[src/ltl_pkg.sv]
// Package: result types, token codes and character classes for the Lisp token lexer.
`default_nettype none
package ltl_pkg;

  localparam int QDEPTH = 2;

  localparam logic [1:0] KIND_TEXT = 2'd0;
  localparam logic [1:0] KIND_DONE = 2'd1;
  localparam logic [1:0] KIND_ERR  = 2'd2;

  localparam logic [2:0] T_SYMBOL = 3'd0;
  localparam logic [2:0] T_STRING = 3'd1;
  localparam logic [2:0] T_INT    = 3'd2;
  localparam logic [2:0] T_FLOAT  = 3'd3;
  localparam logic [2:0] T_OPEN   = 3'd4;
  localparam logic [2:0] T_CLOSE  = 3'd5;
  localparam logic [2:0] T_QUOTE  = 3'd6;
  localparam logic [2:0] T_END    = 3'd7;

  localparam logic [1:0] ERR_DIGIT = 2'd0;
  localparam logic [1:0] ERR_QUOTE = 2'd1;
  localparam logic [1:0] ERR_CTRL  = 2'd2;
  localparam logic [1:0] ERR_IDENT = 2'd3;

  localparam logic [7:0] CTRL_LO   = 8'h40;
  localparam logic [7:0] CTRL_HI   = 8'h5f;
  localparam logic [7:0] CTRL_MASK = 8'h1f;
  localparam logic [7:0] ESC_CODE  = 8'h1b;
  localparam logic [7:0] CASE_BIT  = 8'h20;
  localparam logic [5:0] NO_DIGIT  = 6'd36;
  localparam logic [5:0] FRAC_MAX  = 6'd63;

  typedef struct packed {
    logic [1:0] kind;
    logic [7:0] text;
    logic [2:0] ttype;
  } slot_t;

  typedef struct packed {
    logic [1:0]        cnt;
    slot_t [2:0]       slot;
    logic [63:0]       val;
    logic [5:0]        frac;
    logic [1:0]        code;
    logic [31:0]       line;
    logic [15:0]       col;
  } bundle_t;

  typedef struct packed {
    logic    valid;
    bundle_t data;
  } push_t;

  function automatic logic is_digit(input logic [7:0] b);
    return b >= "0" && b <= "9";
  endfunction

  function automatic logic is_lower(input logic [7:0] b);
    return b >= "a" && b <= "z";
  endfunction

  function automatic logic is_alpha(input logic [7:0] b);
    return is_lower(b) || (b >= "A" && b <= "Z");
  endfunction

  function automatic logic is_space(input logic [7:0] b);
    return b == " " || (b >= 8'd9 && b <= 8'd13);
  endfunction

  function automatic logic is_sign(input logic [7:0] b);
    return b == "+" || b == "-";
  endfunction

  function automatic logic is_sym_alpha(input logic [7:0] b);
    logic r;
    case (b)
      "!", "#", "$", "%", "&", "*", ".", "/", ":", "<", "=", ">", "?", "[",
      "]", "^", "_", "{", "|", "}", "~": r = 1'b1;
      default: r = is_alpha(b);
    endcase
    return r;
  endfunction

  function automatic logic is_trail(input logic [7:0] b);
    return is_sym_alpha(b) || is_digit(b) || is_sign(b);
  endfunction

  function automatic logic [5:0] digit_of(input logic [7:0] b);
    logic [7:0] t;
    t = 8'd0;
    if (is_digit(b)) t = b - "0";
    else if (is_lower(b)) t = b - "a" + 8'd10;
    else if (b >= "A" && b <= "Z") t = b - "A" + 8'd10;
    else t = {2'b00, NO_DIGIT};
    return t[5:0];
  endfunction

endpackage
`default_nettype wire

[src/ltl_in_if.sv]
// Interfaces: source byte channel and result channel.
`default_nettype none


interface ltl_out_if;
  logic               valid;
  logic               ready;
  logic        [1:0]  res_kind;
  logic        [7:0]  text_byte;
  logic        [2:0]  tok_class;
  logic signed [63:0] int_value;
  logic        [5:0]  frac_digits;
  logic        [1:0]  error_code;
  logic        [31:0] err_line;
  logic        [15:0] err_column;
  logic               last;
  modport source (output valid, output res_kind, output text_byte, output tok_class,
                  output int_value, output frac_digits, output error_code,
                  output err_line, output err_column, output last, input ready);
  modport sink (input valid, input res_kind, input text_byte, input tok_class,
                input int_value, input frac_digits, input error_code,
                input err_line, input err_column, input last, output ready);
endinterface
`default_nettype wire

[src/ltl_back.sv]
// Back end: unpacks result bundles into one result item per cycle while the output is ready.
`default_nettype none
module ltl_back (
  input  wire logic              clk,
  input  wire logic              rst_n,
  input  wire logic              q_valid,
  input  wire ltl_pkg::bundle_t  q_data,
  output logic                   q_ready,
  ltl_out_if.source              out_chan
);
  import ltl_pkg::*;

  bundle_t    bun_r;
  logic [1:0] idx_r;
  logic       have_r;
  slot_t      cur;
  logic       is_last, fire, is_num;

  assign cur     = bun_r.slot[idx_r];
  assign is_last = idx_r == bun_r.cnt - 2'd1;
  assign fire    = have_r && out_chan.ready;
  assign q_ready = !have_r || (fire && is_last);
  assign is_num  = cur.kind == KIND_DONE && (cur.ttype == T_INT || cur.ttype == T_FLOAT);

  assign out_chan.valid       = have_r;
  assign out_chan.res_kind    = cur.kind;
  assign out_chan.text_byte   = (cur.kind == KIND_TEXT) ? cur.text : 8'd0;
  assign out_chan.tok_class   = cur.ttype;
  assign out_chan.int_value   = is_num ? bun_r.val : 64'd0;
  assign out_chan.frac_digits = (is_num && cur.ttype == T_FLOAT) ? bun_r.frac : 6'd0;
  assign out_chan.error_code  = (cur.kind == KIND_ERR) ? bun_r.code : ERR_DIGIT;
  assign out_chan.err_line    = (cur.kind == KIND_ERR) ? bun_r.line : 32'd0;
  assign out_chan.err_column  = (cur.kind == KIND_ERR) ? bun_r.col : 16'd0;
  assign out_chan.last        = is_last;

  always_ff @(posedge clk) begin
    if (q_valid && q_ready) bun_r <= q_data;
  end

  always_ff @(posedge clk) begin
    if (!rst_n) begin
      have_r <= 1'b0;
      idx_r  <= 2'd0;
    end else if (q_valid && q_ready) begin
      have_r <= 1'b1;
      idx_r  <= 2'd0;
    end else if (fire) begin
      if (is_last) have_r <= 1'b0;
      else idx_r <= idx_r + 2'd1;
    end
  end

endmodule
`default_nettype wire

[src/flat_wrapper.sv]
// flat-port wrapper written by rule: the top's interface ports become plain ports
module ltl_back_flat import ltl_pkg::*;
  (clk, rst_n, q_valid, q_data, q_ready, out_chan_valid, out_chan_res_kind, out_chan_text_byte, out_chan_tok_class, out_chan_int_value, out_chan_frac_digits, out_chan_error_code, out_chan_err_line, out_chan_err_column, out_chan_last, out_chan_ready);
  ltl_out_if out_chan_i ();
  input  wire logic clk;
  input  wire logic rst_n;
  input  wire logic q_valid;
  input  wire ltl_pkg::bundle_t q_data;
  output logic q_ready;
  output wire logic [$bits(out_chan_i.valid)-1:0] out_chan_valid;
  output wire logic [$bits(out_chan_i.res_kind)-1:0] out_chan_res_kind;
  output wire logic [$bits(out_chan_i.text_byte)-1:0] out_chan_text_byte;
  output wire logic [$bits(out_chan_i.tok_class)-1:0] out_chan_tok_class;
  output wire logic [$bits(out_chan_i.int_value)-1:0] out_chan_int_value;
  output wire logic [$bits(out_chan_i.frac_digits)-1:0] out_chan_frac_digits;
  output wire logic [$bits(out_chan_i.error_code)-1:0] out_chan_error_code;
  output wire logic [$bits(out_chan_i.err_line)-1:0] out_chan_err_line;
  output wire logic [$bits(out_chan_i.err_column)-1:0] out_chan_err_column;
  output wire logic [$bits(out_chan_i.last)-1:0] out_chan_last;
  input wire logic [$bits(out_chan_i.ready)-1:0] out_chan_ready;
  assign out_chan_valid = out_chan_i.valid;
  assign out_chan_res_kind = out_chan_i.res_kind;
  assign out_chan_text_byte = out_chan_i.text_byte;
  assign out_chan_tok_class = out_chan_i.tok_class;
  assign out_chan_int_value = out_chan_i.int_value;
  assign out_chan_frac_digits = out_chan_i.frac_digits;
  assign out_chan_error_code = out_chan_i.error_code;
  assign out_chan_err_line = out_chan_i.err_line;
  assign out_chan_err_column = out_chan_i.err_column;
  assign out_chan_last = out_chan_i.last;
  assign out_chan_i.ready = out_chan_ready;
  ltl_back u_core (.clk(clk), .rst_n(rst_n), .q_valid(q_valid), .q_data(q_data), .q_ready(q_ready), .out_chan(out_chan_i));
endmodule
[config.mk]
export PLATFORM = sky130hd
export DESIGN_NAME = ltl_back_flat
export DESIGN_NICKNAME = d
export VERILOG_FILES = /design/src/ltl_pkg.sv /design/src/ltl_in_if.sv /design/src/ltl_back.sv /design/src/flat_wrapper.sv
export SDC_FILE = /design/constraint.sdc
export NUM_CORES = 1
export LEC_CHECK = 0
export ABC_AREA = 1
export BUFFER_PORTS_ARGS = -buffer_cell sky130_fd_sc_hd__buf_2
export CORE_ASPECT_RATIO = 1.2
export CORE_MARGIN = 10
export CORE_UTILIZATION = 50
export DETAILED_ROUTE_END_ITERATION = 7
export PLACE_DENSITY = 0.83
export SLEW_MARGIN = 5
export SYNTH_ARGS = -nofsm -noshare
export SYNTH_HDL_FRONTEND = slang
export SYNTH_SLANG_ARGS = --single-unit
[constraint.sdc]
create_clock -name clk -period 8.03 [get_ports clk]
set_input_delay 1.606 -clock clk [delete_from_list [all_inputs] [get_ports clk]]
set_output_delay 1.606 -clock clk [all_outputs]
set_load 0.05 [all_outputs]
After elaboration in Yosys (flattened, before gate mapping) --
Cells that the tools add are included.
Operators by class: add/subtract/negate cells 2, $lt $le $gt $ge 1, equal/unequal tests 5, multiplexer cells 11, bitwise operators 2, reduce and logical (&&, ||, !) cells 14
Operators by type and width (number):
- $mux 64 | 1
- $mux 32 | 1
- $bmux 13 s2 | 1
- $mux 16 | 1
- $mux 13 | 1
- $mux 8 | 1
- $eq 3x2->1 const B | 2
- $mux 6 | 1
- $logic_and 1x1->1 | 5
- $reduce_and 2->1 | 2
- $reduce_bool 2->1 | 2
- $lt 2x3->1 const B | 1
- $mux 1 | 3
- $add 2x1->2 const B | 1
- $eq 2x1->1 const B | 1
- $eq 2x2->1 | 1
- $eq 2x2->1 const B | 1
- $logic_not 2->1 | 1
- $logic_or 1x1->1 | 2
- $mux 2 | 1
- $not 1->1 | 2
- $reduce_or 2->1 | 1
- $sub 2x1->2 const B | 1
- $logic_not 1->1 | 1
Word-level totals: register bits 164

Logic depth before layout (Yosys ltp) --
depth in word-level cells 7, depth in mapped cells 11

Worst setup path after synthesis --
No wires, ideal clock.
path type input -> register, start point input out_chan_ready, end point register u_core.bun_r[0] (netlist name) (enable), setup time 0.513 ns, arrival time 5.297 ns, data required time 7.517 ns, setup slack 2.221 ns, stages 4, path buffers 0, path through nand3_1 nand2_1 nand2_1 inv_1
On the way: longest elaborated chain between the ends 4
Ends and longest elaborated chain:
- start, declared | RTL line flat_wrapper.sv:20 | input wire logic [$bits(out_chan_i.ready)-1:0] out_chan_ready;
- $logic_and 1x1->1 | RTL line ltl_back.sv:21 | assign fire = have_r && out_chan.ready;
- $logic_and 1x1->1 | RTL line ltl_back.sv:22 | assign q_ready = !have_r || (fire && is_last);
- $logic_or 1x1->1 | RTL line ltl_back.sv:22
- via q_ready | RTL line flat_wrapper.sv:9 | output logic q_ready;
- $logic_and 1x1->1 | RTL line ltl_back.sv:37 | if (q_valid && q_ready) bun_r <= q_data;
- end signal, assigned | RTL line ltl_back.sv:37
- end, declared | RTL line ltl_back.sv:13 | bundle_t bun_r;
The timed path passes the listed nets, and every way through them passes these cells. A chain may end at the register's enable or synchronous reset.

Worst setup path after layout --
start point register u_core.idx_r[0], end point output out_chan_int_value[61]
On the way: longest elaborated chain between the ends 6, elaborated cells on any way between the ends 8
Ends and longest elaborated chain:
- start, declared | RTL line ltl_back.sv:14 | logic [1:0] idx_r;
- start signal, assigned | RTL line ltl_back.sv:49 | else idx_r <= idx_r + 2'd1;
- $bmux 13 s2 * | RTL line ltl_back.sv:19 | assign cur = bun_r.slot[idx_r];
- $mux 13 (implied by the code) * | RTL line ltl_back.sv:19
- $eq 3x2->1 | RTL line ltl_back.sv:23 | assign is_num = cur.kind == KIND_DONE && (cur.ttype == T_INT || cur.ttype == T_FLOAT);
- $logic_or 1x1->1 | RTL line ltl_back.sv:23
- $logic_and 1x1->1 * | RTL line ltl_back.sv:23
- $mux 64 * | RTL line ltl_back.sv:29 | assign out_chan.int_value = is_num ? bun_r.val : 64'd0;
- end, declared | RTL line flat_wrapper.sv:14 | output wire logic [$bits(out_chan_i.int_value)-1:0] out_chan_int_value;
Mark *: on every way between the ends. The rest lies on a longest branch, timed or not. The select of a mux whose other input is x is not followed.

==> results list <==
* Status: finished clean
* Top fanout value on the critical path: 64
- The worst setup path is captured at a primary output.
- Overall power after layout: 2.07 mW
- For the final database, setup skew stands at 0.0103 ns.
- Number of antenna violations at the first check in global routing: 3
- Area enclosed by the die boundary: 18,000 µm²
- Once detail routing completed, the nets flagged for antenna violations numbered 0.
- Detailed placement finished with a half-perimeter wire length of 13,000 µm.
- For the pin with the worst max-slew slack, the measured transition is 0.856 ns.
- H-tree levels: 4
- Startpoint type of the worst setup path: flip-flop
- Gates resized, CTS repair: 0
- Number of iterations in the first detailed-routing pass: 5
- Final net count: 991
- Number of cells in the design after placement: 971
* Worst hold-check path type: reg -> reg
- Setup TNS: 0 ns
* Number of core rows: 45
- On the critical path, the stage with the largest delay is an instance of dfxtp_1.
* Initial cell density of the core: 51.2%
* Final critical path time including I/O delays and setup: 4.70 ns
* Arrival time at the worst endpoint: 3.09 ns
* Maximum clock frequency: 213 MHz
- Cell Count, Final, Fillers Out: 1,004
- Total wirelength of the detailed-routed design: 16,700 µm
* Gp weighted congestion: 0.835
- In this run the vertical extent of the chip is 145 µm.
- A synthesized cell averages 12.5 µm².
* Hold Vio Cnt, Final: 0
* PD cells: 239 nW/µm²
* Core area: 12,700 µm²
* Residual DRC count: 0
- The count of buffers added on input and output ports is 300.
- Post-Route Utilization: 68.4%
- During synthesis, Yosys emitted a total of 0 warnings.
- Setup slack after placement: 3.79 ns
- The first global-routing pass estimated 24,000 µm of wire.
- The first routing iteration left 326 violations.
* Post-Synthesis Cell Area: 6490 µm²
* Largest stage delay on the critical path: 0.74 ns
- Global Route Usage Sum: 17.7%
* Nets in the synthesized netlist: 686
* Area growth from synthesis to layout: 33.4%
- The most numerous cell type found on the critical path is nor2_1.
* Vias/cell: 4.51
* Setup WS post-layout: 3.33 ns
* Number of global-route vias before repair: 4,566
- Fill cells in the final layout number 939.
* CTS tree: built
* Post-Synthesis Cells: 521
- Summed over all cells, the static leakage comes to 4.35 nW.
- Worst-path clk slew: 0.06 ns
- In this run, synthesis produced a sequential element count of 164.
* Routed length per instance: 16.7 µm
* Unique masters post-synth: 23
- Setup repair after global routing left no endpoint under its margin.
- Across the VDD grid, the largest voltage drop is 0.148 mV.
- The total overflow left after global routing is 0.
- Final Max Slew Viols: 0
* Horizontal die dimension: 124 µm
- The worst path uses 58.5% of the clock period.
- Clock tree synthesis inserted a total of 17 buffers.
- By startpoint and endpoint, the worst setup path is classified as reg -> out.
- Fraction of final layout cells with drive strength greater than 1: 43.1%
- The later pin in the worst-skew pair is clocked with a latency of 0.41 ns.
- Master cell of the clock root buffer: clkbuf_16
- Data required time at the worst endpoint: 6.42 ns
- The detailed router placed 4,531 vias in this run.
- List of cells traversed by the critical path: inv_2, nor2_1, o21ai_1, nor2_2, nand3_4, nor2_1, buf_2
- Maximum number of pins on one net before global-route repair: 99
- In this run the tightest slew margin relative to its limit is 42.9%.
- The longest clock path from root to sink contains 2 buffers.
- Clock Sinks: 164
* Hold Buf Count CTS: 0
* Max-cap viol count: 0
- Sequential element share of the synthesized area: 75.4%
* I/O pin count: 301
- Post-CTS repair timing setup buffer count: 0
- Setup violations remaining at the end of the flow were counted as 0.
-- Yosys cell counts, drive strengths merged --
master   number  area [µm²]
buf          15         138
o21ai        16        95.1
edfxtp      161        4830
nor2        141         592
a21boi        1        7.51
nand3         6        42.5
a2bb2oi       8        70.1
inv         134         503
nor3          6        30.0
o21a          1        7.51
dfxtp         3        60.1
nand2        28         108
clkbuf        1        3.75
-- worst max-delay path, delay by kind of cell, from the launching register on --
kind / cells / cell delay (ns)
buf+inv: 2 / 0.57
simple gates: 4 / 1.21
flops: 1 / 0.74
compound gates: 1 / 0.12
-- sequential cells by signal, indices dropped and copies added, names as in the netlist --
name                   flops
u_core.out_chan.valid      1
u_core.bun_r             161
u_core.idx_r               2
-- per-layer routing --
layer | vias to the layer above | global-route usage, % | wire, µm
met3 | 22 | 6.86 | 1930
met4 | 4 | 5.40 | 305
li1 | 2250 | - | -
met5 | - | 0 | 22
met1 | 2031 | 19.5 | 5950
met2 | 224 | 30.9 | 8530
-- cells by family (layout without fill, tap and decap cells) --
| group | count (synthesis) | count (layout) | synth area share, % |
|---|---|---|---|
| AOI/OAI and AO/OA | 26 | 26 | 2.78 |
| buffers and inverters | 150 | 468 | 9.93 |
| DFF | 164 | 164 | 75.4 |
| other | 0 | 1 | 0 |
| and+or+nand+nor | 181 | 181 | 11.9 |
-- cells in the final DEF (no fill, tap or decap), drive strengths merged --
master,Yosys,final
nor3,6,6
buf,15,302
o21a,1,1
a21boi,1,1
diode,0,1
o21ai,16,16
clkinvlp,0,5
dfxtp,3,3
a2bb2oi,8,8
nand3,6,6
clkinv,0,1
clkbuf,1,19
bufinv,0,2
nor2,141,141
inv,134,139
nand2,28,28
edfxtp,161,161
-- layout make-up --
class                   count  area (µm²)  share of cell area (%)
flip-flops and latches    164        4890                    56.5
repair buffers            302        1520                    17.5
multi-input cells         207         952                    11.0
inverters                 134         508                    5.87
clock buffers              19         433                    5.00
well taps                 164         205                    2.37
clock inverters            13         149                    1.72
diodes                      1        2.50                  0.0289
-- per-stage QoR --
stage	hold WS [ns]	area (µm²)
global route	0.609	8660
CTS	0.551	8660
floorplan	0.546	6490
detailed placement	0.541	8080
global placement	0.517	8080
finish	0.551	8660
-- path summary, 6_finish.rpt --
check	from	end	slack (ns)	cells past startpoint
max	u_core.idx_r[0]$_SDFFE_PP0P_	out_chan_int_value[61]	3.33	7
min	u_core.out_chan.valid$_SDFFE_PN0P_	u_core.out_chan.valid$_SDFFE_PN0P_	0.55	2
max reg2reg	u_core.idx_r[0]$_SDFFE_PP0P_	u_core.bun_r[78]$_DFFE_PP_	4.96	8
min reg2reg	u_core.out_chan.valid$_SDFFE_PN0P_	u_core.out_chan.valid$_SDFFE_PN0P_	0.55	2
-- power by group --
part / internal [mW] / switching, mW
sequential: 1.00 / 0.0143
clock: 0.464 / 0.331
combinational: 0.0651 / 0.190
total: 1.53 / 0.535
Note: power is estimated with default switching activity, not from simulation.
