==> config.mk <==
export PLATFORM = sky130hd
export DESIGN_NAME = ltl_fifo
export DESIGN_NICKNAME = d
export VERILOG_FILES = /design/src/ltl_pkg.sv /design/src/ltl_fifo.sv
export SDC_FILE = /design/constraint.sdc
export NUM_CORES = 1
export LEC_CHECK = 0
export BUFFER_PORTS_ARGS = -buffer_cell sky130_fd_sc_hd__buf_2
export CORE_ASPECT_RATIO = 0.5
export CORE_MARGIN = 2
export CORE_UTILIZATION = 47
export DETAILED_ROUTE_END_ITERATION = 10
export PLACE_DENSITY = 0.75
export SLEW_MARGIN = 20
export SYNTH_ARGS = -nofsm -noshare
export SYNTH_HDL_FRONTEND = slang
export SYNTH_SLANG_ARGS = --single-unit
export TNS_END_PERCENT = 50
==> constraint.sdc <==
create_clock -name clk -period 8.65 [get_ports clk]
set_input_delay 1.73 -clock clk [delete_from_list [all_inputs] [get_ports clk]]
set_output_delay 1.73 -clock clk [all_outputs]
set_load 0.05 [all_outputs]
==> src/ltl_pkg.sv <==
// Package: result types, token codes and character classes for the Lisp token lexer.
`default_nettype none
package ltl_pkg;

  localparam int QDEPTH = 2;

  localparam logic [1:0] KIND_TEXT = 2'd0;
  localparam logic [1:0] KIND_DONE = 2'd1;
  localparam logic [1:0] KIND_ERR  = 2'd2;

  localparam logic [2:0] T_SYMBOL = 3'd0;
  localparam logic [2:0] T_STRING = 3'd1;
  localparam logic [2:0] T_INT    = 3'd2;
  localparam logic [2:0] T_FLOAT  = 3'd3;
  localparam logic [2:0] T_OPEN   = 3'd4;
  localparam logic [2:0] T_CLOSE  = 3'd5;
  localparam logic [2:0] T_QUOTE  = 3'd6;
  localparam logic [2:0] T_END    = 3'd7;

  localparam logic [1:0] ERR_DIGIT = 2'd0;
  localparam logic [1:0] ERR_QUOTE = 2'd1;
  localparam logic [1:0] ERR_CTRL  = 2'd2;
  localparam logic [1:0] ERR_IDENT = 2'd3;

  localparam logic [7:0] CTRL_LO   = 8'h40;
  localparam logic [7:0] CTRL_HI   = 8'h5f;
  localparam logic [7:0] CTRL_MASK = 8'h1f;
  localparam logic [7:0] ESC_CODE  = 8'h1b;
  localparam logic [7:0] CASE_BIT  = 8'h20;
  localparam logic [5:0] NO_DIGIT  = 6'd36;
  localparam logic [5:0] FRAC_MAX  = 6'd63;

  typedef struct packed {
    logic [1:0] kind;
    logic [7:0] text;
    logic [2:0] ttype;
  } slot_t;

  typedef struct packed {
    logic [1:0]        cnt;
    slot_t [2:0]       slot;
    logic [63:0]       val;
    logic [5:0]        frac;
    logic [1:0]        code;
    logic [31:0]       line;
    logic [15:0]       col;
  } bundle_t;

  typedef struct packed {
    logic    valid;
    bundle_t data;
  } push_t;

  function automatic logic is_digit(input logic [7:0] b);
    return b >= "0" && b <= "9";
  endfunction

  function automatic logic is_lower(input logic [7:0] b);
    return b >= "a" && b <= "z";
  endfunction

  function automatic logic is_alpha(input logic [7:0] b);
    return is_lower(b) || (b >= "A" && b <= "Z");
  endfunction

  function automatic logic is_space(input logic [7:0] b);
    return b == " " || (b >= 8'd9 && b <= 8'd13);
  endfunction

  function automatic logic is_sign(input logic [7:0] b);
    return b == "+" || b == "-";
  endfunction

  function automatic logic is_sym_alpha(input logic [7:0] b);
    logic r;
    case (b)
      "!", "#", "$", "%", "&", "*", ".", "/", ":", "<", "=", ">", "?", "[",
      "]", "^", "_", "{", "|", "}", "~": r = 1'b1;
      default: r = is_alpha(b);
    endcase
    return r;
  endfunction

  function automatic logic is_trail(input logic [7:0] b);
    return is_sym_alpha(b) || is_digit(b) || is_sign(b);
  endfunction

  function automatic logic [5:0] digit_of(input logic [7:0] b);
    logic [7:0] t;
    t = 8'd0;
    if (is_digit(b)) t = b - "0";
    else if (is_lower(b)) t = b - "a" + 8'd10;
    else if (b >= "A" && b <= "Z") t = b - "A" + 8'd10;
    else t = {2'b00, NO_DIGIT};
    return t[5:0];
  endfunction

endpackage
`default_nettype wire

==> src/ltl_fifo.sv <==
// Queue of per-item result bundles between front and back.
`default_nettype none
module ltl_fifo #(
  parameter int Depth = ltl_pkg::QDEPTH
) (
  input  wire logic             clk,
  input  wire logic             rst_n,
  input  wire ltl_pkg::push_t   push,
  output logic                  full,
  output logic                  rd_valid,
  output ltl_pkg::bundle_t      rd_data,
  input  wire logic             rd_ready
);
  import ltl_pkg::*;

  localparam int PW = (Depth > 1) ? $clog2(Depth) : 1;
  localparam int CW = $clog2(Depth + 1);

  bundle_t        mem [Depth];
  logic [PW-1:0]  wr_r, rd_r;
  logic [CW-1:0]  cnt_r;
  logic           do_rd;

  assign full     = cnt_r == CW'(Depth);
  assign rd_valid = cnt_r != '0;
  assign rd_data  = mem[rd_r];
  assign do_rd    = rd_valid && rd_ready;

  always_ff @(posedge clk) begin
    if (push.valid) mem[wr_r] <= push.data;
  end

  always_ff @(posedge clk) begin
    if (!rst_n) begin
      wr_r  <= '0;
      rd_r  <= '0;
      cnt_r <= '0;
    end else begin
      if (push.valid) wr_r <= (wr_r == PW'(Depth - 1)) ? '0 : wr_r + PW'(1);
      if (do_rd) rd_r <= (rd_r == PW'(Depth - 1)) ? '0 : rd_r + PW'(1);
      if (push.valid && !do_rd) cnt_r <= cnt_r + CW'(1);
      else if (do_rd && !push.valid) cnt_r <= cnt_r - CW'(1);
    end
  end

endmodule
`default_nettype wire

# Yosys cells after proc, flatten, opt, wreduce, memory -nomap -nowiden
# Memory sizes are Yosys's and may differ from the RTL's. A register that Yosys moved wholly into a read port is not among the register bits.
# Index checks and enable logic that the tools add are counted.
# word_totals
out_inout_bits	163
word_cells	24
input_bits	165
reg_bits	4
ram_bits	322
n_memories	1
# mem_list
name	words	width	rd	rd_ports_with_merged_regs	write_ports	line_no	rtl
mem	2	161	1	1	1	ltl_fifo.sv:19	bundle_t mem [Depth];
# op_classes
addsub	4
muxes	8
n_reduce_logical	7
eq_ne	1
# op_table
operator	n
two-way mux 1 bit	6
two-way mux 2 bit	2
nonzero test 2 bit	2
logical AND 1 bit	3
adder 1 bit (second input constant)	2
adder 2 x 1 -> 2 bit (second input constant)	1
== test 2 bit (second input constant)	1
logical NOT 1 bit	2
subtractor 2 x 1 -> 2 bit (second input constant)	1

# Depth between registers and ports, before layout
# Gate-level depths: netlist (run 1).
# logic_depth
ltp_word	5
depth_mapped	5
ltp_nobuf	5

# Least setup slack after synthesis (run 1)
# No wires, ideal clock.
# synth_timing
path_kind	input to register
from	input port push[161] (netlist bit)
to	memory mem[0][0] (netlist bit) (enable)
path_slack_ps	-772
setup_time_ps	703
required_time_ps	7947
cell_stages	1
n_path_buf	0
arrival_time_ps	8719
cell_sequence	nor2b_1
# synth_via
elab_chain_len	2
# synth_rtl
item	line_no	rtl
start: declaration	ltl_fifo.sv:8	input wire ltl_pkg::push_t push,
two-way mux 1 bit	ltl_fifo.sv:30	if (push.valid) mem[wr_r] <= push.data;
two-way mux 1 bit (implied by the code)	ltl_fifo.sv:30	
end: declaration	ltl_fifo.sv:19	
# No other way between the ends.

==> impl_table.tex, run 1 <==
\begin{tabular}{lr}
\hline
Metric & Value \\
\hline
\multicolumn{2}{l}{\textbf{Synth}} \\
Unique cell type count in the Yosys netlist & 17 \\
EDFF count, synth & 322 \\
Post-synthesis cell area & 12200 sq um \\
Leading register cell type out of synthesis & edfxtp\_1 \\
Synthesized Nets & 689 \\
FF+latch count, synth & 327 \\
Sequential area share after synthesis & 80.1\% \\
Number of standard cells after synthesis & 523 \\
Share of async-settable or async-resettable flops after synthesis & 0\% \\
Synthesized area per cell & 23.3 sq um \\
Synth warnings & 0 \\
\multicolumn{2}{l}{\textbf{STA}} \\
Final worst path period need & 4.57 ns \\
Final-report hold violation count & 0 \\
RSZ-0062 raised after global routing & no \\
Total Neg Setup Slack & 0 ns \\
Final setup violation count & 0 \\
Worst clock skew & 0.0100 ns \\
Number of pins with negative max-slew slack in the final report & 0 \\
Tcrit/Tclk final & 52.9\% \\
Slew Limit Headroom & 33.7\% \\
Max frequency & 219 MHz \\
Actual slew at the worst max-slew pin & 0.994 ns \\
\multicolumn{2}{l}{\textbf{Status}} \\
Status & finished clean \\
\multicolumn{2}{l}{\textbf{Worst setup path}} \\
CP peak stage delay & 0.90 ns \\
CP startpoint kind & flip-flop \\
Worst Path Arrival & 2.84 ns \\
Buf+Inv Stages, Crit Path & 2 \\
Critical path start-end classification & flip-flop to primary output \\
Reg2Reg Setup Slack & 6.34 ns \\
Data required time at the worst endpoint & 6.92 ns \\
Largest fanout on the critical path & 108 \\
Cell breakdown of the critical path & buf\_12 > mux2\_2 > buf\_2 \\
Critical-path top delay cell & dfxtp\_4 \\
Kind of cell with the highest combined delay on the critical path & flip-flops \\
CP Capture Type & primary output \\
\multicolumn{2}{l}{\textbf{GRT}} \\
Total routing usage reported by global routing & 17.9\% \\
Number of global-route vias before repair & 6439 \\
Global-route wire length before repair & 37.2 mm \\
Leftover overflow at the end of global routing & 0 \\
Pin count of the biggest net entering global routing & 109 \\
Number of antenna violations at the first check in global routing & 7 \\
\multicolumn{2}{l}{\textbf{Power and ir drop}} \\
Pwr/cell area & 315 nW/um\^{}2 \\
Sequential fraction of design power & 40.2\% \\
Int Power & 3.07 mW \\
Switching power total & 1.69 mW \\
Leak pwr & 5.80 nW \\
IR Drop Worst-Case VDD & 0.000171 V \\
Power share of the combinational group & 33.1\% \\
Net switching fraction of the power & 35.6\% \\
Clock network fraction of total power & 26.7\% \\
\multicolumn{2}{l}{\textbf{Die}} \\
I/O pin cnt & 328 \\
Rows & 41 \\
Die Wd & 232 um \\
Initial core utilization & 48.1\% \\
Core ar. & 25300 sq um \\
Full die area & 27300 sq um \\
Height of the die & 118 um \\
\multicolumn{2}{l}{\textbf{Detailed routing}} \\
Antenna-violating nets left & 0 \\
Pre-antenna DRT Iters & 6 \\
Average vias per placed instance & 4.89 \\
Detailed Route Iter0 Violations & 380 \\
Detailed-route wire length & 25.2 mm \\
Total number of vias & 6073 \\
Drt wl/cell & 20.3 um \\
Drc violations & 0 \\
\multicolumn{2}{l}{\textbf{Clock network}} \\
Clk sink count & 327 \\
Hold Buf Count CTS & 0 \\
Library cell used as clock root buffer & clkbuf\_16 \\
CTS tree & built \\
H-Tree Level Count & 1 \\
Setup repair bufs after CTS & 0 \\
Maximum buffer depth of the clock tree & 3 \\
Resized Gates After CTS & 0 \\
Clock latency reported for the late side of the worst-skew pair & 0.54 ns \\
Num CTS Buffers & 30 \\
Clock transition at the registers of the reported paths & 0.06 ns \\
\multicolumn{2}{l}{\textbf{Layout}} \\
Layout cells sized above 1 & 60.2\% \\
Final \#Nets & 1036 \\
Layout Cell Area excl Fill & 15100 sq um \\
Area occupied by multi-input gates & 2280 sq um \\
Area taken by flip-flops and latches & 9770 sq um \\
Layout fillers & 1930 \\
Area growth, synth to finish & 24.1\% \\
\multicolumn{2}{l}{\textbf{Hold path}} \\
Hold Crit Class & flip-flop to flip-flop \\
\multicolumn{2}{l}{\textbf{Placement}} \\
Post-placement cell area & 14200 sq um \\
Final weighted congestion in routability-driven placement & 0.792 \\
Count of buffers from port buffering & 327 \\
HPWL after detailed placement & 16.8 mm \\
\multicolumn{2}{l}{\textbf{Run}} \\
Max-cap check violation count & 0 \\
\hline
\end{tabular}
==> sequential cells by signal (all words and copies together), names as in the netlist, named ones only <==
name / count
wr_r: 1
mem: 322
rd_r: 1
cnt_r: 2
==> metrics by stage <==
stage	setup slack, ns	hold slack, ns	total power [mW]	utilization, %	instances
floorplan	2.27	0.474	3.25	-	523
global placement	4.64	0.486	3.51	55.9	1182
detailed placement	4.61	0.500	3.53	55.9	1182
CTS	4.00	0.512	4.81	59.7	1237
global route	3.91	0.535	4.92	59.7	1243
finish	4.08	0.513	4.76	59.7	1243
==> power by group through the flow <==
stage                     registers, mW  logic (mW)  clock network (mW)
after global routing               1.92        1.63                1.37
final                              1.91        1.58                1.27
after global placement             1.94        1.57                   0
after CTS                          1.92        1.59                1.30
after detailed placement           1.95        1.58                   0
after floorplan                    1.90        1.35                   0
==> cells by family (layout without fill, tap and decap cells) <==
| family | Yosys count | count (layout) | share of synthesized area (%) |
|---|---|---|---|
| AO/OA/AOI/OAI | 4 | 4 | 0.205 |
| XOR/XNOR | 3 | 3 | 0.215 |
| adder cells (fa/ha/maj) | 1 | 1 | 0.103 |
| buffers and inverters | 18 | 388 | 1.30 |
| flip-flops | 327 | 327 | 80.1 |
| multiplexers | 161 | 161 | 17.6 |
| other | 0 | 6 | 0 |
| AND/OR/NAND/NOR | 9 | 9 | 0.462 |
==> Yosys cell counts (2+ instances only) <==
master	count	area, sq um
and2_1	4	25.0
buf_2	7	35.0
buf_6	11	124
dfxtp_1	5	100
edfxtp_1	322	9670
mux2_2	71	800
mux2_4	90	1350
nor2b_1	3	18.8
xnor2_1	2	17.5
==> worst min-delay path, cell delays in order, from the launching register on <==
cell and delay (ns):
dfxtp_1 0.33, o21ai_0 0.08, a21boi_1 0.06
==> final timing paths <==
path / to / cells after the start / start
min: cnt_r[1] / 2 / cnt_r[1]
min reg2reg: cnt_r[1] / 2 / cnt_r[1]
max: rd_data[14] / 3 / flip-flop
max reg2reg: mem[0][67] / 3 / wr_r
==> per-layer routing <==
| layer | wire [um] | GRT usage, % |
|---|---|---|
| met5 | 13 | 0 |
| met1 | 9370 | 19.9 |
| met2 | 14300 | 34.0 |
| met3 | 835 | 3.32 |
| met4 | 705 | 6.17 |
==> layout by cell type (no fill, tap or decap), drive strengths merged, types with 2 or more instances in the layout <==
| master | n |
|---|---|
| o21ai | 2 |
| bufinv | 2 |
| nor2b | 3 |
| mux2 | 161 |
| xnor2 | 2 |
| clkbuf | 40 |
| buf | 333 |
| edfxtp | 322 |
| diode | 6 |
| inv | 2 |
| clkinv | 11 |
| and2 | 4 |
| dfxtp | 5 |
==> final cells by class <==
class / count / share of cell area [%]
Multi-Input combinational cell: 178 / 15.1
Timing Repair Buffer: 333 / 11.2
Antenna cell: 6 / 0.0992
Clock inverter: 15 / 0.876
Sequential cell: 327 / 64.6
Clock buffer: 40 / 5.35
Tap cell: 344 / 2.84
(Power assumes the default switching activity.)
==> inputs of run 2 (changes only) <==
--- a/config.mk
+++ b/config.mk
@@ -8,9 +8,9 @@
 export BUFFER_PORTS_ARGS = -buffer_cell sky130_fd_sc_hd__buf_2
 export CORE_ASPECT_RATIO = 0.5
 export CORE_MARGIN = 2
-export CORE_UTILIZATION = 47
+export CORE_UTILIZATION = 52
 export DETAILED_ROUTE_END_ITERATION = 10
-export PLACE_DENSITY = 0.75
+export PLACE_DENSITY = 0.79
 export SLEW_MARGIN = 20
 export SYNTH_ARGS = -nofsm -noshare
 export SYNTH_HDL_FRONTEND = slang
==> constraint.sdc (replaced) <==
create_clock -name clk -period 4.3 [get_ports clk]
set_input_delay 0.86 -clock clk [delete_from_list [all_inputs] [get_ports clk]]
set_output_delay 0.86 -clock clk [all_outputs]
set_load 0.05 [all_outputs]
==> run 2 against run 1 <==
Non-clock buffer count is 4 higher. Critical endpoint is now rd_data[62]. Sequential cell count stayed put. Worst hold slack worse by 0.023 ns. Clock power is 82% higher. Largest cell class unchanged. Setup slack worse by 2.9 ns. Design area is 0.60% lower. Wire length is 6.7% lower. Die area is 9.4% lower. Sequential power is 99% higher. Total power is 96% higher.
==> impl_table.tex, run 2 (synthesis results as in run 1) <==
\begin{tabular}{lr}
\hline
Metric & Value \\
\hline
\multicolumn{2}{l}{\textbf{Layout}} \\
Core Util, Final & 65.6\% (+5.9 points) \\
Area taken by flip-flops and latches & 9770 sq um (unchanged) \\
Highest-count cells in the layout ignoring fill and taps & buf\_2, edfxtp\_1, mux2\_4, mux2\_2, clkbuf\_16 \\
Layout cells sized above 1 & 60.4\% (+0.11 points) \\
Layout Cell Area excl Fill & 15000 sq um (-0.60\%) \\
Final \#Nets & 1039 (+0.29\%) \\
Max reg flops & 322 (unchanged) \\
Layout fillers & 1592 (-18\%) \\
Largest regs & mem: 322 flops, cnt\_r: 2 flops \\
Area occupied by multi-input gates & 2280 sq um (unchanged) \\
Commonest non-fill, non-tap cell in the layout & buf\_2 \\
Largest Register & mem \\
Area growth, synth to finish & 23.3\% \\
\multicolumn{2}{l}{\textbf{Worst setup path}} \\
Reg2Reg Setup Slack & 2.22 ns (-4.12 ns) \\
Critical path start-end classification & flip-flop to primary output \\
FF-to-FF path depth & 2 (-1) \\
Worst Path Arrival & 2.26 ns (-0.58 ns) \\
CP Capture Type & primary output \\
CP startpoint kind & flip-flop \\
Data required time at the worst endpoint & 3.44 ns (-3.48 ns) \\
Largest fanout on the critical path & 27 (-75\%) \\
Worst setup path end & rd\_data[62] \\
Worst flop-to-flop path startpoint & wr\_r \\
R2r endpoint & mem[1][135] \\
\multicolumn{2}{l}{\textbf{Clock network}} \\
Maximum buffer depth of the clock tree & 3 (unchanged) \\
Num CTS Buffers & 29 (-3.3\%) \\
Clock transition at the registers of the reported paths & 0.07 ns (about the same) \\
Clk sink count & 327 (unchanged) \\
Library cell used as clock root buffer & clkbuf\_16 \\
Resized Gates After CTS & 0 (unchanged) \\
Clock latency reported for the late side of the worst-skew pair & 0.55 ns (about the same) \\
Setup repair bufs after CTS & 0 (unchanged) \\
H-Tree Level Count & 1 (unchanged) \\
CTS tree & built \\
Hold Buf Count CTS & 0 (unchanged) \\
\multicolumn{2}{l}{\textbf{GRT}} \\
Global-route wire length before repair & 35.0 mm (-5.8\%) \\
Number of antenna violations at the first check in global routing & 1 (-6) \\
GR Util met1 & 21.6\% (+1.8 points) \\
Pin count of the biggest net entering global routing & 63 (-42\%) \\
Number of global-route vias before repair & 6422 (-0.26\%) \\
Met2 GRT Util & 34.4\% (+0.39 points) \\
M3 GR Usage & 4.04\% (+0.72 points) \\
Leftover overflow at the end of global routing & 0 (unchanged) \\
GRT busiest layer & met2 \\
Total routing usage reported by global routing & 18.7\% (+0.82 points) \\
\multicolumn{2}{l}{\textbf{Detailed routing}} \\
Drc violations & 0 (unchanged) \\
Drt wl/cell & 19.6 um (-3.4\%) \\
Detailed-route wire length & 23.5 mm (-6.7\%) \\
Detailed Route Iter0 Violations & 370 (-2.6\%) \\
Pre-antenna DRT Iters & 5 (-1) \\
Total number of vias & 6029 (-0.72\%) \\
Antenna-violating nets left & 0 (unchanged) \\
Average vias per placed instance & 5.02 (+2.7\%) \\
\multicolumn{2}{l}{\textbf{STA}} \\
Final setup violation count & 0 (unchanged) \\
Max frequency & 320 MHz \\
Tcrit/Tclk final & 72.6\% \\
Total Neg Setup Slack & 0 ns (unchanged) \\
Number of pins with negative max-slew slack in the final report & 0 (unchanged) \\
RSZ-0062 raised after global routing & no \\
Final worst path period need & 3.12 ns \\
Worst-case setup margin in the final layout & 1.18 ns (-2.90 ns) \\
Worst clock skew & 0.0191 ns (+0.00906 ns) \\
Final-report hold violation count & 0 (unchanged) \\
Actual slew at the worst max-slew pin & 0.963 ns (-0.0307 ns) \\
Slew Limit Headroom & 35.6\% (+1.9 points) \\
\multicolumn{2}{l}{\textbf{Power and ir drop}} \\
Leak pwr & 5.78 nW (-0.36\%) \\
Pwr/cell area & 620 nW/um\^{}2 (+97\%) \\
IR Drop Worst-Case VDD & 0.000528 V (+210\%) \\
Total power & 9.33 mW (+96\%) \\
\multicolumn{2}{l}{\textbf{Hold path}} \\
Critical hold path startpoint & push[6] \\
Hold Crit Class & input pin to flip-flop \\
\multicolumn{2}{l}{\textbf{Placement}} \\
Post-placement cell area & 14200 sq um (+0.24\%) \\
Count of buffers from port buffering & 327 (unchanged) \\
Final weighted congestion in routability-driven placement & 0.780 (-1.5\%) \\
Minimum setup slack after placement & 1.63 ns (-2.98 ns) \\
HPWL after detailed placement & 15.8 mm (-5.9\%) \\
\multicolumn{2}{l}{\textbf{Die}} \\
Full die area & 24800 sq um (-9.4\%) \\
I/O pin cnt & 328 (unchanged) \\
Height of the die & 112 um (-4.8\%) \\
Rows & 39 (-4.9\%) \\
Initial core utilization & 53.2\% (+5.1 points) \\
Die Wd & 221 um (-4.8\%) \\
Core ar. & 22900 sq um (-9.5\%) \\
\multicolumn{2}{l}{\textbf{Status}} \\
Status & finished clean \\
\multicolumn{2}{l}{\textbf{Run}} \\
Max-cap check violation count & 0 (unchanged) \\
\hline
\end{tabular}
run 2: worst min path at each step:
| stage | to | slack, ns | depth (start not counted) |
|---|---|---|---|
| after global routing | mem[1][33] | 0.46 | 1 |
| after global placement | cnt_r[1] | 0.49 | 2 |
| final | mem[1][6] | 0.49 | 1 |
| after CTS | mem[1][4] | 0.47 | 1 |
| after floorplan | cnt_r[1] | 0.47 | 2 |
| after detailed placement | cnt_r[1] | 0.54 | 2 |
run 2: final cells by class:
| cell class | instances | share of cell area (%) |
|---|---|---|
| sequential | 327 | 65.0 |
| clock inverter | 17 | 0.574 |
| multi-input combinational | 178 | 15.2 |
| timing repair buffer | 337 | 11.8 |
| antenna | 1 | 0.0166 |
| tap | 307 | 2.55 |
| clock buffer | 34 | 4.95 |
run 2: report_power, final:
part	internal (mW)	switching, mW
clock network	1.23	1.08
logic	1.03	2.19
registers	3.70	0.0952
total	5.96	3.37
run 2: critical path: stages (launching register included):
cell and delay, ns:
dfxtp_4 0.59, buf_4 0.52, mux2_4 0.35, buf_2 0.21
run 2: through the flow:
stage               hold slack (ns)  std cells
finish                        0.490       1201
global route                  0.462       1201
CTS                           0.465       1200
detailed placement            0.539       1149
global placement              0.490       1149
floorplan                     0.474        523
run 2: per-layer routing:
| layer | vias to the layer above | routed length (um) |
|---|---|---|
| li1 | 2790 | - |
| met1 | 3028 | 8690 |
| met2 | 159 | 13000 |
| met3 | 52 | 1070 |
| met4 | 0 | 748 |
| met5 | - | 0 |
